$ cat src/rtl/plcs_pkg.sv
// Shared constants and register codes for the piecewise linear contrast stretch.
package plcs_pkg;

  typedef enum logic [1:0] {
    REG_IN_LOW   = 2'd0,
    REG_IN_HIGH  = 2'd1,
    REG_OUT_LOW  = 2'd2,
    REG_OUT_HIGH = 2'd3
  } reg_idx_e;

  localparam int unsigned ADDR_BITS    = 4;
  localparam int unsigned IN_LOW_RST   = 50;
  localparam int unsigned IN_HIGH_RST  = 110;
  localparam int unsigned OUT_LOW_RST  = 10;
  localparam int unsigned OUT_HIGH_RST = 110;
  localparam int unsigned QUEUE_DEPTH  = 4;

endpackage

$ cat src/rtl/plcs_in_if.sv
// Request channel that carries input pixels.
interface plcs_in_if #(
  parameter int unsigned PIXEL_BITS = 8
) ();
  logic                  valid;
  logic                  ready;
  logic [PIXEL_BITS-1:0] pixel_in;

  modport source (output valid, output pixel_in, input ready);
  modport sink (input valid, input pixel_in, output ready);
endinterface

$ cat src/rtl/plcs_out_if.sv
// Request channel that carries stretched pixels.
interface plcs_out_if #(
  parameter int unsigned PIXEL_BITS = 8
) ();
  logic                  valid;
  logic                  ready;
  logic [PIXEL_BITS-1:0] pixel_out;

  modport source (output valid, output pixel_out, input ready);
  modport sink (input valid, input pixel_out, output ready);
endinterface

$ cat src/rtl/plcs_front.sv
// Front end: accepts pixels, picks the segment and forms the interpolation product.
module plcs_front #(
  parameter int unsigned PIXEL_BITS = 8
) (
  input  logic                  clk_i,
  input  logic                  rst_ni,
  plcs_in_if.sink               in_i,
  input  logic [PIXEL_BITS-1:0] x1_i,
  input  logic [PIXEL_BITS-1:0] x2_i,
  input  logic [PIXEL_BITS-1:0] y1_i,
  input  logic [PIXEL_BITS-1:0] y2_i,
  input  logic                  full_i,
  output logic                  push_o,
  output logic [4*PIXEL_BITS:0] entry_o
);

  localparam logic [PIXEL_BITS-1:0] MaxV = {PIXEL_BITS{1'b1}};

  logic [PIXEL_BITS-1:0] xa, ya, xb, yb, span, dp, mag;
  logic signed [PIXEL_BITS:0] dy;
  logic                  neg;

  logic                    vld_q;
  logic [PIXEL_BITS-1:0]   ya_q, mag_q, dp_q, dvs_q;
  logic                    neg_q;
  logic [2*PIXEL_BITS-1:0] num;

  always_comb begin
    if (in_i.pixel_in <= x1_i) begin
      xa = '0;
      ya = '0;
      xb = x1_i;
      yb = y1_i;
    end else if (in_i.pixel_in <= x2_i) begin
      xa = x1_i;
      ya = y1_i;
      xb = x2_i;
      yb = y2_i;
    end else begin
      xa = x2_i;
      ya = y2_i;
      xb = MaxV;
      yb = MaxV;
    end
    span = xb - xa;
    dp   = in_i.pixel_in - xa;
    dy   = $signed({1'b0, yb}) - $signed({1'b0, ya});
    neg  = dy[PIXEL_BITS];
    mag  = neg ? PIXEL_BITS'(-dy) : dy[PIXEL_BITS-1:0];
  end

  assign in_i.ready = !vld_q || !full_i;

  always_ff @(posedge clk_i or negedge rst_ni) begin
    if (!rst_ni) begin
      vld_q <= 1'b0;
    end else if (in_i.ready) begin
      vld_q <= in_i.valid;
    end
  end

  always_ff @(posedge clk_i) begin
    if (in_i.ready && in_i.valid) begin
      ya_q  <= ya;
      neg_q <= neg;
      dp_q  <= dp;
      if (span == '0) begin
        mag_q <= '0;
        dvs_q <= PIXEL_BITS'(1);
      end else begin
        mag_q <= mag;
        dvs_q <= span;
      end
    end
  end

  assign num     = (2*PIXEL_BITS)'(mag_q) * (2*PIXEL_BITS)'(dp_q);
  assign push_o  = vld_q && !full_i;
  assign entry_o = {ya_q, neg_q, num, dvs_q};

endmodule

$ cat src/rtl/plcs_queue.sv
// Short queue between the front end and the divider pipeline.
module plcs_queue #(
  parameter int unsigned WIDTH = 33
) (
  input  logic             clk_i,
  input  logic             rst_ni,
  input  logic             push_i,
  input  logic [WIDTH-1:0] wdata_i,
  output logic             full_o,
  input  logic             pop_i,
  output logic [WIDTH-1:0] rdata_o,
  output logic             empty_o
);
  import plcs_pkg::*;

  localparam int unsigned PtrBits = (QUEUE_DEPTH > 1) ? $clog2(QUEUE_DEPTH) : 1;
  localparam int unsigned CntBits = $clog2(QUEUE_DEPTH + 1);
  localparam logic [PtrBits-1:0] LastPtr = PtrBits'(QUEUE_DEPTH - 1);
  localparam logic [CntBits-1:0] FullCnt = CntBits'(QUEUE_DEPTH);

  logic [WIDTH-1:0]   mem_q [QUEUE_DEPTH];
  logic [PtrBits-1:0] wr_ptr_q, rd_ptr_q;
  logic [CntBits-1:0] cnt_q;
  logic               wr, rd;

  assign full_o  = (cnt_q == FullCnt);
  assign empty_o = (cnt_q == '0);
  assign wr      = push_i && !full_o;
  assign rd      = pop_i && !empty_o;
  assign rdata_o = mem_q[rd_ptr_q];

  always_ff @(posedge clk_i or negedge rst_ni) begin
    if (!rst_ni) begin
      wr_ptr_q <= '0;
      rd_ptr_q <= '0;
      cnt_q    <= '0;
    end else begin
      if (wr) begin
        wr_ptr_q <= (wr_ptr_q == LastPtr) ? '0 : wr_ptr_q + 1'b1;
      end
      if (rd) begin
        rd_ptr_q <= (rd_ptr_q == LastPtr) ? '0 : rd_ptr_q + 1'b1;
      end
      if (wr && !rd) begin
        cnt_q <= cnt_q + 1'b1;
      end else if (rd && !wr) begin
        cnt_q <= cnt_q - 1'b1;
      end
    end
  end

  always_ff @(posedge clk_i) begin
    if (wr) begin
      mem_q[wr_ptr_q] <= wdata_i;
    end
  end

  a_cnt_bound: assert property (@(posedge clk_i) disable iff (!rst_ni) cnt_q <= FullCnt)
    else $error("queue fill count above depth");
  a_cnt_up: assert property (@(posedge clk_i) disable iff (!rst_ni)
    wr && !rd |=> cnt_q == $past(cnt_q) + 1'b1)
    else $error("queue fill count did not rise on write");
  a_cnt_down: assert property (@(posedge clk_i) disable iff (!rst_ni)
    rd && !wr |=> cnt_q == $past(cnt_q) - 1'b1)
    else $error("queue fill count did not fall on read");

endmodule

$ cat src/rtl/plcs_back.sv
// Back end: pipelined floor division, offset, clamp and output register.
module plcs_back #(
  parameter int unsigned PIXEL_BITS = 8
) (
  input  logic                  clk_i,
  input  logic                  rst_ni,
  input  logic                  empty_i,
  input  logic [4*PIXEL_BITS:0] rdata_i,
  output logic                  pop_o,
  plcs_out_if.source            out_o
);

  localparam int unsigned Pb = PIXEL_BITS;
  localparam logic [Pb-1:0] MaxV = {Pb{1'b1}};

  logic            vld_q [Pb+1];
  logic [2*Pb-1:0] rem_q [Pb+1];
  logic [Pb-1:0]   quo_q [Pb+1];
  logic [Pb-1:0]   dvs_q [Pb+1];
  logic [Pb-1:0]   ya_q  [Pb+1];
  logic            neg_q [Pb+1];

  logic [2*Pb-1:0] rem_d [Pb+1];
  logic [Pb-1:0]   quo_d [Pb+1];

  logic                en;
  logic                out_vld_q;
  logic [Pb-1:0]       out_pix_q, pix_d;
  logic [Pb:0]         adj;
  logic signed [Pb+1:0] sum;

  assign en    = !out_vld_q || out_o.ready;
  assign pop_o = en && !empty_i;

  assign rem_d[0] = rdata_i[3*Pb-1:Pb];
  assign quo_d[0] = '0;

  for (genvar j = 1; j <= Pb; j++) begin : g_div
    logic [2*Pb-1:0] trial;
    assign trial = (2*Pb)'(dvs_q[j-1]) << (Pb - j);
    always_comb begin
      rem_d[j] = rem_q[j-1];
      quo_d[j] = quo_q[j-1];
      if (rem_q[j-1] >= trial) begin
        rem_d[j]        = rem_q[j-1] - trial;
        quo_d[j][Pb-j]  = 1'b1;
      end
    end
  end

  always_ff @(posedge clk_i or negedge rst_ni) begin
    if (!rst_ni) begin
      for (int k = 0; k <= Pb; k++) begin
        vld_q[k] <= 1'b0;
      end
    end else if (en) begin
      vld_q[0] <= !empty_i;
      for (int k = 1; k <= Pb; k++) begin
        vld_q[k] <= vld_q[k-1];
      end
    end
  end

  always_ff @(posedge clk_i) begin
    if (en) begin
      rem_q[0] <= rem_d[0];
      quo_q[0] <= quo_d[0];
      dvs_q[0] <= rdata_i[Pb-1:0];
      neg_q[0] <= rdata_i[3*Pb];
      ya_q[0]  <= rdata_i[4*Pb:3*Pb+1];
      for (int k = 1; k <= Pb; k++) begin
        rem_q[k] <= rem_d[k];
        quo_q[k] <= quo_d[k];
        dvs_q[k] <= dvs_q[k-1];
        neg_q[k] <= neg_q[k-1];
        ya_q[k]  <= ya_q[k-1];
      end
    end
  end

  always_comb begin
    adj = (Pb+1)'(quo_q[Pb]) + (Pb+1)'(neg_q[Pb] && (rem_q[Pb] != '0));
    if (neg_q[Pb]) begin
      sum = $signed({2'b00, ya_q[Pb]}) - $signed({1'b0, adj});
    end else begin
      sum = $signed({2'b00, ya_q[Pb]}) + $signed({1'b0, adj});
    end
    if (sum < 0) begin
      pix_d = '0;
    end else if (sum > $signed({2'b00, MaxV})) begin
      pix_d = MaxV;
    end else begin
      pix_d = sum[Pb-1:0];
    end
  end

  always_ff @(posedge clk_i or negedge rst_ni) begin
    if (!rst_ni) begin
      out_vld_q <= 1'b0;
    end else if (en) begin
      out_vld_q <= vld_q[Pb];
    end
  end

  always_ff @(posedge clk_i) begin
    if (en) begin
      out_pix_q <= pix_d;
    end
  end

  assign out_o.valid     = out_vld_q;
  assign out_o.pixel_out = out_pix_q;

endmodule

$ cat src/rtl/piecewise_linear_contrast_stretch.sv
// Top level of the piecewise linear contrast stretch with its breakpoint registers.
// Each result passes the front-end register, queue, divider stages and output register.
// One request is taken per cycle when the output is not stalled; the quotient is formed
// one bit per pipeline stage, and a four-entry queue decouples front end and divider.
// Reset sets the breakpoints to (50,10) and (110,110) and empties pipeline and queue.
module piecewise_linear_contrast_stretch #(
  parameter int unsigned PIXEL_BITS = 8
) (
  input  logic                           clk_i,
  input  logic                           rst_ni,
  plcs_in_if.sink                        in_i,
  plcs_out_if.source                     out_o,
  input  logic                           psel,
  input  logic                           penable,
  input  logic                           pwrite,
  input  logic [plcs_pkg::ADDR_BITS-1:0] paddr,
  input  logic [31:0]                    pwdata,
  output logic [31:0]                    prdata,
  output logic                           pready
);
  import plcs_pkg::*;

  localparam int unsigned EntryW = 4*PIXEL_BITS + 1;

  logic [PIXEL_BITS-1:0] x1_q, x2_q, y1_q, y2_q;
  reg_idx_e              reg_idx;
  logic                  wr_en;

  logic              push, full, pop, empty;
  logic [EntryW-1:0] wdata, rdata;

  assign reg_idx = reg_idx_e'(paddr[ADDR_BITS-1:2]);
  assign pready  = 1'b1;
  assign wr_en   = psel && penable && pwrite && pready;

  always_ff @(posedge clk_i or negedge rst_ni) begin
    if (!rst_ni) begin
      x1_q <= PIXEL_BITS'(IN_LOW_RST);
      x2_q <= PIXEL_BITS'(IN_HIGH_RST);
      y1_q <= PIXEL_BITS'(OUT_LOW_RST);
      y2_q <= PIXEL_BITS'(OUT_HIGH_RST);
    end else if (wr_en) begin
      unique case (reg_idx)
        REG_IN_LOW:   x1_q <= pwdata[PIXEL_BITS-1:0];
        REG_IN_HIGH:  x2_q <= pwdata[PIXEL_BITS-1:0];
        REG_OUT_LOW:  y1_q <= pwdata[PIXEL_BITS-1:0];
        REG_OUT_HIGH: y2_q <= pwdata[PIXEL_BITS-1:0];
        default:      x1_q <= x1_q;
      endcase
    end
  end

  always_comb begin
    unique case (reg_idx)
      REG_IN_LOW:   prdata = 32'(x1_q);
      REG_IN_HIGH:  prdata = 32'(x2_q);
      REG_OUT_LOW:  prdata = 32'(y1_q);
      REG_OUT_HIGH: prdata = 32'(y2_q);
      default:      prdata = '0;
    endcase
  end

  plcs_front #(
    .PIXEL_BITS(PIXEL_BITS)
  ) u_front (
    .clk_i  (clk_i),
    .rst_ni (rst_ni),
    .in_i   (in_i),
    .x1_i   (x1_q),
    .x2_i   (x2_q),
    .y1_i   (y1_q),
    .y2_i   (y2_q),
    .full_i (full),
    .push_o (push),
    .entry_o(wdata)
  );

  plcs_queue #(
    .WIDTH(EntryW)
  ) u_queue (
    .clk_i  (clk_i),
    .rst_ni (rst_ni),
    .push_i (push),
    .wdata_i(wdata),
    .full_o (full),
    .pop_i  (pop),
    .rdata_o(rdata),
    .empty_o(empty)
  );

  plcs_back #(
    .PIXEL_BITS(PIXEL_BITS)
  ) u_back (
    .clk_i  (clk_i),
    .rst_ni (rst_ni),
    .empty_i(empty),
    .rdata_i(rdata),
    .pop_o  (pop),
    .out_o  (out_o)
  );

endmodule
$ cat src/flat_wrapper.sv
// flat-port wrapper written by rule: the top's interface ports become plain ports
module piecewise_linear_contrast_stretch_flat import plcs_pkg::*;
#(
  parameter int unsigned PIXEL_BITS = 8
)
  (clk_i, rst_ni, psel, penable, pwrite, paddr, pwdata, prdata, pready, in_i_valid, in_i_pixel_in, in_i_ready, out_o_valid, out_o_pixel_out, out_o_ready);
  plcs_in_if #(.PIXEL_BITS(PIXEL_BITS)) in_i_i ();
  plcs_out_if #(.PIXEL_BITS(PIXEL_BITS)) out_o_i ();
  input  logic clk_i;
  input  logic rst_ni;
  input  logic psel;
  input  logic penable;
  input  logic pwrite;
  input  logic [plcs_pkg::ADDR_BITS-1:0] paddr;
  input  logic [31:0] pwdata;
  output logic [31:0] prdata;
  output logic pready;
  input wire logic [$bits(in_i_i.valid)-1:0] in_i_valid;
  input wire logic [$bits(in_i_i.pixel_in)-1:0] in_i_pixel_in;
  output wire logic [$bits(in_i_i.ready)-1:0] in_i_ready;
  output wire logic [$bits(out_o_i.valid)-1:0] out_o_valid;
  output wire logic [$bits(out_o_i.pixel_out)-1:0] out_o_pixel_out;
  input wire logic [$bits(out_o_i.ready)-1:0] out_o_ready;
  assign in_i_i.valid = in_i_valid;
  assign in_i_i.pixel_in = in_i_pixel_in;
  assign in_i_ready = in_i_i.ready;
  assign out_o_valid = out_o_i.valid;
  assign out_o_pixel_out = out_o_i.pixel_out;
  assign out_o_i.ready = out_o_ready;
  piecewise_linear_contrast_stretch #(.PIXEL_BITS(PIXEL_BITS)) u_core (.clk_i(clk_i), .rst_ni(rst_ni), .in_i(in_i_i), .out_o(out_o_i), .psel(psel), .penable(penable), .pwrite(pwrite), .paddr(paddr), .pwdata(pwdata), .prdata(prdata), .pready(pready));
endmodule
$ cat config.mk
export PLATFORM = sky130hd
export DESIGN_NAME = piecewise_linear_contrast_stretch_flat
export DESIGN_NICKNAME = d
export VERILOG_FILES = /design/src/rtl/plcs_pkg.sv /design/src/rtl/plcs_in_if.sv /design/src/rtl/plcs_out_if.sv /design/src/rtl/plcs_front.sv /design/src/rtl/plcs_queue.sv /design/src/rtl/plcs_back.sv /design/src/rtl/piecewise_linear_contrast_stretch.sv /design/src/flat_wrapper.sv
export SDC_FILE = /design/constraint.sdc
export NUM_CORES = 1
export LEC_CHECK = 0
export ABC_AREA = 1
export BUFFER_PORTS_ARGS = -buffer_cell sky130_fd_sc_hd__buf_2
export CAP_MARGIN = 20
export CORE_ASPECT_RATIO = 0.7
export CORE_MARGIN = 5
export CORE_UTILIZATION = 35
export CTS_CLUSTER_DIAMETER = 50
export DETAILED_ROUTE_END_ITERATION = 8
export SYNTH_ARGS = -nofsm -noshare
export SYNTH_HDL_FRONTEND = slang
export SYNTH_SLANG_ARGS = --single-unit
$ cat constraint.sdc
create_clock -name clk_i -period 11.28 [get_ports clk_i]
set_clock_uncertainty 0.15 [all_clocks]
set_input_delay 2.256 -clock clk_i [delete_from_list [all_inputs] [get_ports clk_i]]
set_output_delay 2.256 -clock clk_i [all_outputs]
set_load 0.01 [all_outputs]
# Word level (Yosys, flattened, before mapping)

Memories as Yosys holds them, arrays and structs flattened.
Index checks and enable logic that the tools add are counted.
W data, S select, Z words.

Output and inout bits: 43
Register bits: 91
Word-level logic and storage cells: 131
Bits of input ports: 51
Bits in writable memories: 501
Memories kept: 6

Memories:

| name                 | words | bits a word | read ports | clocked after memory_dff | write ports | line             | text |
|---|---|---|---|---|---|---|---|
| u_core.u_back.rem_q  | 9     | 16          | 9          | 0                        | 9           | plcs_back.sv:17  | `logic [2*Pb-1:0] rem_q [Pb+1];` |
| u_core.u_queue.mem_q | 4     | 33          | 1          | 0                        | 1           | plcs_queue.sv:21 | `logic [WIDTH-1:0] mem_q [QUEUE_DEPTH];` |
| u_core.u_back.dvs_q  | 9     | 8           | 8          | 0                        | 9           | plcs_back.sv:19  | `logic [Pb-1:0] dvs_q [Pb+1];` |
| u_core.u_back.quo_q  | 9     | 8           | 9          | 0                        | 9           | plcs_back.sv:18  | `logic [Pb-1:0] quo_q [Pb+1];` |
| u_core.u_back.ya_q   | 9     | 8           | 9          | 0                        | 9           | plcs_back.sv:20  | `logic [Pb-1:0] ya_q [Pb+1];` |
| u_core.u_back.neg_q  | 9     | 1           | 9          | 0                        | 9           | plcs_back.sv:21  | `logic neg_q [Pb+1];` |

Muxes and demuxes: 36
$add $sub $neg: 19
Equal/unequal tests: 6
Magnitude comparators: 12
Multiply operators: 1
Reduce and logical (&&, ||, !) cells: 27

Operator list:

| operator            | count |
|---|---|
| $mux W16            | 8 |
| $pmux W32 S4        | 1 |
| $mux W8             | 10 |
| $ge A16 B10 Y1      | 1 |
| $ge A16 B11 Y1      | 1 |
| $ge A16 B12 Y1      | 1 |
| $ge A16 B13 Y1      | 1 |
| $ge A16 B14 Y1      | 1 |
| $ge A16 B15 Y1      | 1 |
| $ge A16 B8 Y1       | 1 |
| $ge A16 B9 Y1       | 1 |
| $le A8 B8 Y1        | 2 |
| $mul A8 B8 Y16      | 1 |
| $reduce_bool A16 Y1 | 1 |
| $sub A16 B10 Y16    | 1 |
| $sub A16 B11 Y16    | 1 |
| $sub A16 B12 Y16    | 1 |
| $sub A16 B13 Y16    | 1 |
| $sub A16 B14 Y16    | 1 |
| $sub A16 B15 Y16    | 1 |
| $sub A16 B8 Y16     | 1 |
| $sub A16 B9 Y16     | 1 |
| $sub A8 B8 Y8       | 2 |
| $mux W1             | 12 |
| other kinds (24)    | 48 |

# Depth between registers and ports, before layout

Word-level depth: 8
Mapped depth: 29
Mapped depth without buffers: 28

# Hierarchy

A second synthesis with hierarchy kept.

Cells, all modules: 2821
Area, all modules: 29401.9 µm²

Modules (own cells, without submodules):

| module                            | area each (µm²) | cells each | instances | seq. area each (µm²) |
|---|---|---|---|---|
| plcs_back                         | 16283.1         | 1424       | 1         | 10249.8 |
| plcs_queue                        | 5940.7          | 446        | 1         | 4139.0 |
| plcs_front                        | 5391.4          | 730        | 1         | 1016.0 |
| piecewise_linear_contrast_stretch | 1786.7          | 221        | 1         | 819.5 |

# Least setup slack after synthesis

Ideal clock, no wire load.

Kind: in2reg
Start point: input out_o_ready
End point: register u_core.u_back.vld_q[0] (netlist bit)
Library setup time: 0.566 ns
Stages on the path: 4
Path buffers: 1
Data arrival time: 11.960 ns
Data required time: 10.564 ns
Setup slack: -1.396 ns
Cell sequence: nor2_1 > inv_1 > clkbuf_1 > o21ai_0

Cells in the longest elaborated chain, start to end: 1

RTL lines:

| item                            | line               | text |
|---|---|---|
| from (decl)                     | flat_wrapper.sv:23 | `input wire logic [$bits(out_o_i.ready)-1:0] out_o_ready;` |
| $logic_or A1 B1 Y1              | plcs_back.sv:32    | `assign en = !out_vld_q \|\| out_o.ready;` |
| to (signal, indexed assignment) | plcs_back.sv:59    | `vld_q[k] <= vld_q[k-1];` |
| to (decl)                       | plcs_back.sv:16    | `logic vld_q [Pb+1];` |

No other way between the ends.
A chain may end at the register's enable or synchronous reset.

# Final worst setup path

Start point: input in_i_pixel_in[1]
End point: register u_core.u_front.mag_q[7], data pin

Cells in the longest elaborated chain, start to end: 6
Elaborated cells on any way between the ends: 15
Classes of those cells: add/sub (3); order compare (2); mux (9); reduce/logical (1)

RTL lines:

| item                 | line               | text |
|---|---|---|
| from (decl)          | flat_wrapper.sv:19 | `input wire logic [$bits(in_i_i.pixel_in)-1:0] in_i_pixel_in;` |
| $le A8 B8 Y1         | plcs_front.sv:34   | `end else if (in_i.pixel_in <= x2_i) begin` |
| $mux W8              | plcs_front.sv:34   |  |
| $mux W8              | plcs_front.sv:29   | `if (in_i.pixel_in <= x1_i) begin` |
| $sub A8 B8 Y9        | plcs_front.sv:47   | `dy = $signed({1'b0, yb}) - $signed({1'b0, ya});` |
| $neg A8 Y8           | plcs_front.sv:49   | `mag = neg ? PIXEL_BITS'(-dy) : dy[PIXEL_BITS-1:0];` |
| $mux W8              | plcs_front.sv:49   |  |
| to (signal assigned) | plcs_front.sv:71   | `mag_q <= mag;` |
| to (decl)            | plcs_front.sv:24   | `logic [PIXEL_BITS-1:0] ya_q, mag_q, dp_q, dvs_q;` |

Several ways; a longest one is shown, not always the timed one.

==> summary.txt <==
GRT
  • Largest net degree at the start of global routing: 184
  • First-pass GRT wire length: 90000 um
  • Vias in the first global route: 17086
  • Grt ovf: 0
  • Initial antenna violation count: 1
  • GRT Util Overall: 12.6%

Synth
  • Gate Count Post-Synth: 2663
  • #FFs+latches synth: 548
  • Post-synth ARST share: 9.12%
  • Yosys cell types: 62
  • Ys flop type: edfxtp_1
  • Post-synthesis cell area: 28300 sq um
  • Post-synthesis sequential area ratio: 57.3%
  • Avg Synthesized Cell Area: 10.6 sq um
  • Post-synth EDFFs: 498
  • Yosys warns: 0

Route
  • Final WL: 54800 um
  • Routed vias: 18039
  • Drt first pass iters: 5
  • Routed Antenna Nets: 0
  • DRC Markers: 0
  • DRT iter0 DRCs: 1402
  • Vias/cell: 4.72
  • Routed len/inst: 14.4 um

STA
  • Worst slew pin tran: 0.975 ns
  • Fin. Hold Viols: 0
  • Final-report max-slew violation count: 0
  • Final period utilization: 52.6%
  • Slew headroom: 35.0%
  • RSZ-0062 raised after global routing: false
  • Final setup violation count: 0
  • Max Clock Freq: 169 MHz
  • Fin crit period: 5.93 ns
  • Total Neg Setup Slack: 0 ns

Clocking
  • Clock Path Buffers: 3
  • Post-CTS Hold Fix Bufs: 0
  • Clock Tree Root: clkbuf_16
  • CTS tree: built
  • Worst-path clk slew: 0.06 ns
  • Num CTS Buffers: 51
  • CTS sink count: 548
  • H-tree lvl count: 2
  • Clk Latency, worst-skew pair: 0.58 ns
  • Post-cts resize count: 0
  • Setup Buffers After CTS: 0

Run status
  • Outcome: completed

Setup path
  • Critical Path Source Type: primary input
  • Critical path peak fanout: 35
  • Worst Setup Path Type: in -> reg
  • Crit path top cell by count: nand2_1
  • Worst setup EP type: flip-flop
  • Crit path cell chain: buf_2 > ha_1 > inv_1 > o21bai_1 > nand2_1 > nand2_1 > nand2_1 > a21boi_2 > inv_2 > nor3_1 > inv_1 > fa_1 > nand3_1 > nand2_1 > xor2_1 > nor2_1 > nand3_1 > nor2_1 > nand3_2 > nand2_1 > inv_1
  • CP delay by family, top: simple AND/OR/NAND/NOR gates
  • Crit-path slowest cell: a21boi_2
  • Bufs and invs on worst path: 5
  • Max stage delay on crit path: 0.51 ns
  • Worst EP arrival: 6.11 ns
  • Worst Path Required: 11.46 ns

Final layout
  • Area growth, synth to finish: 11.1%
  • Util after Layout: 39.1%
  • Commonest non-fill, non-tap cell in the layout: edfxtp_1
  • Nets: 2967
  • Commonest cells after routing, fill and taps aside: 498 x edfxtp_1, 479 x nand2_1, 371 x inv_1, 199 x nor2_1, 194 x o21ai_0
  • Diode count: 0
  • Share of cells above drive strength 1: 8.28%

Floorplan
  • Die Wd: 350 um
  • Initial core utilization: 35.2%
  • Rows: 87
  • Core ar.: 80300 sq um
  • Die height: 248 um
  • Full die area: 86700 sq um
  • # IOs: 94

Min path
  • Worst hold path type: reg -> reg

Placed design
  • Post-DP HPWL: 38400 um
  • Port-buffer cells: 42
  • GPL Wtd Cong: 0.864

Flow run
  • Max-Cap Viols: 0
==> through the flow <==
step	area (sq um)	hold WS, ns	instances	setup slack, ns
global placement	29600	0.250	3722	4.85
detailed placement	29600	0.255	3722	4.76
CTS	31400	0.253	3817	5.37
finish	31400	0.266	3820	5.35
global route	31400	0.266	3820	4.93
floorplan	28400	0.250	2686	3.86
==> worst register-to-register path, stage by stage (launching register included) <==
cell and delay, ns:
edfxtp_1 0.56, nand2_1 0.14, fa_1 0.56, inv_1 0.05
fa_1 0.47, fa_1 0.52, fa_1 0.50, ha_1 0.37
a21oi_1 0.21, o21ai_0 0.12, nor2_1 0.17, o21ai_0 0.16
a31oi_1 0.19, xor2_1 0.49
==> Yosys cell counts (3+ instances only) <==
cell type	count	area share, %
edfxtp_1	498	53
nand2_1	479	6.4
inv_1	372	4.9
nor2_1	203	2.7
o21ai_0	194	3.4
ha_1	157	6.9
a21oi_1	123	2.2
nand3_1	74	1.3
xor2_1	54	1.7
fa_1	49	3.5
clkbuf_1	47	0.62
nor3_1	44	0.78
xnor2_1	40	1.2
dfrtp_1	35	3.1
nand4_1	35	0.77
o22ai_1	33	0.73
buf_4	26	0.69
or2_2	18	0.40
nor4_1	16	0.35
o21ai_1	16	0.28
dfstp_2	15	1.4
nand2_2	10	0.22
nand3b_1	10	0.27
buf_2	9	0.16
o21ai_2	9	0.28
o2111ai_1	8	0.25
a21o_1	7	0.19
inv_2	6	0.080
o21a_1	6	0.16
nand2_4	5	0.20
o211ai_1	5	0.13
o31ai_1	5	0.13
buf_6	4	0.16
nand3_2	4	0.14
nor2_2	4	0.088
o21bai_1	4	0.11
a21oi_2	3	0.093
a31oi_1	3	0.066
nor3b_1	3	0.080
o221ai_1	3	0.093
==> layout make-up <==
class                           instances  area (sq um)
Clock buffer                           65          1390
Clock inverter                         30           400
Fill cell                            7825         48900
Inverter                              380          1440
Multi-Input combinational cell       1672         10300
Sequential cell                       548         16200
Tap cell                             1068          1340
Timing Repair Buffer                   57           367
==> worst paths after layout <==
path                                             from                          end  slack, ns  depth (start not counted)
max                                  in_i_pixel_in[1]      u_core.u_front.mag_q[7]       5.35                         21
max reg2reg                   u_core.u_front.mag_q[4]  u_core.u_queue.mem_q[0][21]       6.34                         13
max in group asynchronous                      rst_ni   u_core.u_queue.rd_ptr_q[0]       8.87                          2
min                        u_core.u_back.quo_q[0][60]   u_core.u_back.quo_q[0][68]       0.27                          0
min reg2reg                u_core.u_back.quo_q[0][60]   u_core.u_back.quo_q[0][68]       0.27                          0
min in group asynchronous                      rst_ni               u_core.x1_q[2]       1.63                          2
==> registers in the layout (all words and copies together) (netlist names), 9 cells and up <==
| register | flops |
|---|---|
| u_core.u_back.rem_q | 144 |
| u_core.u_queue.mem_q | 132 |
| u_core.u_back.ya_q | 72 |
| u_core.u_back.dvs_q | 64 |
| u_core.u_back.quo_q | 36 |
| u_core.u_back.neg_q | 9 |
| u_core.u_back.vld_q | 9 |
==> cell families (layout without fill, tap and decap cells) <==
| logic type | count (synthesis) | after routing | synth area share, % |
|---|---|---|---|
| simple gates | 914 | 914 | 14.0 |
| flops | 548 | 548 | 57.3 |
| buf+inv | 466 | 532 | 6.69 |
| compound gates | 433 | 433 | 8.61 |
| fa+ha+maj | 206 | 206 | 10.4 |
| xor+xnor | 94 | 94 | 2.91 |
| other cells | 2 | 25 | 0.0265 |
==> layer usage <==
metal / track usage, % / up-vias / share of wire (%)
met4: 2.83 / 0 / 1.8
met1: 19.2 / 8522 / 51
met2: 19.0 / 327 / 42
li1: - / 9116 / -
met3: 2.10 / 74 / 4.6
met5: 0 / - / 0
Power is not shown: default switching activity piles up to over one toggle a cycle in this logic, so the estimate is an artifact.
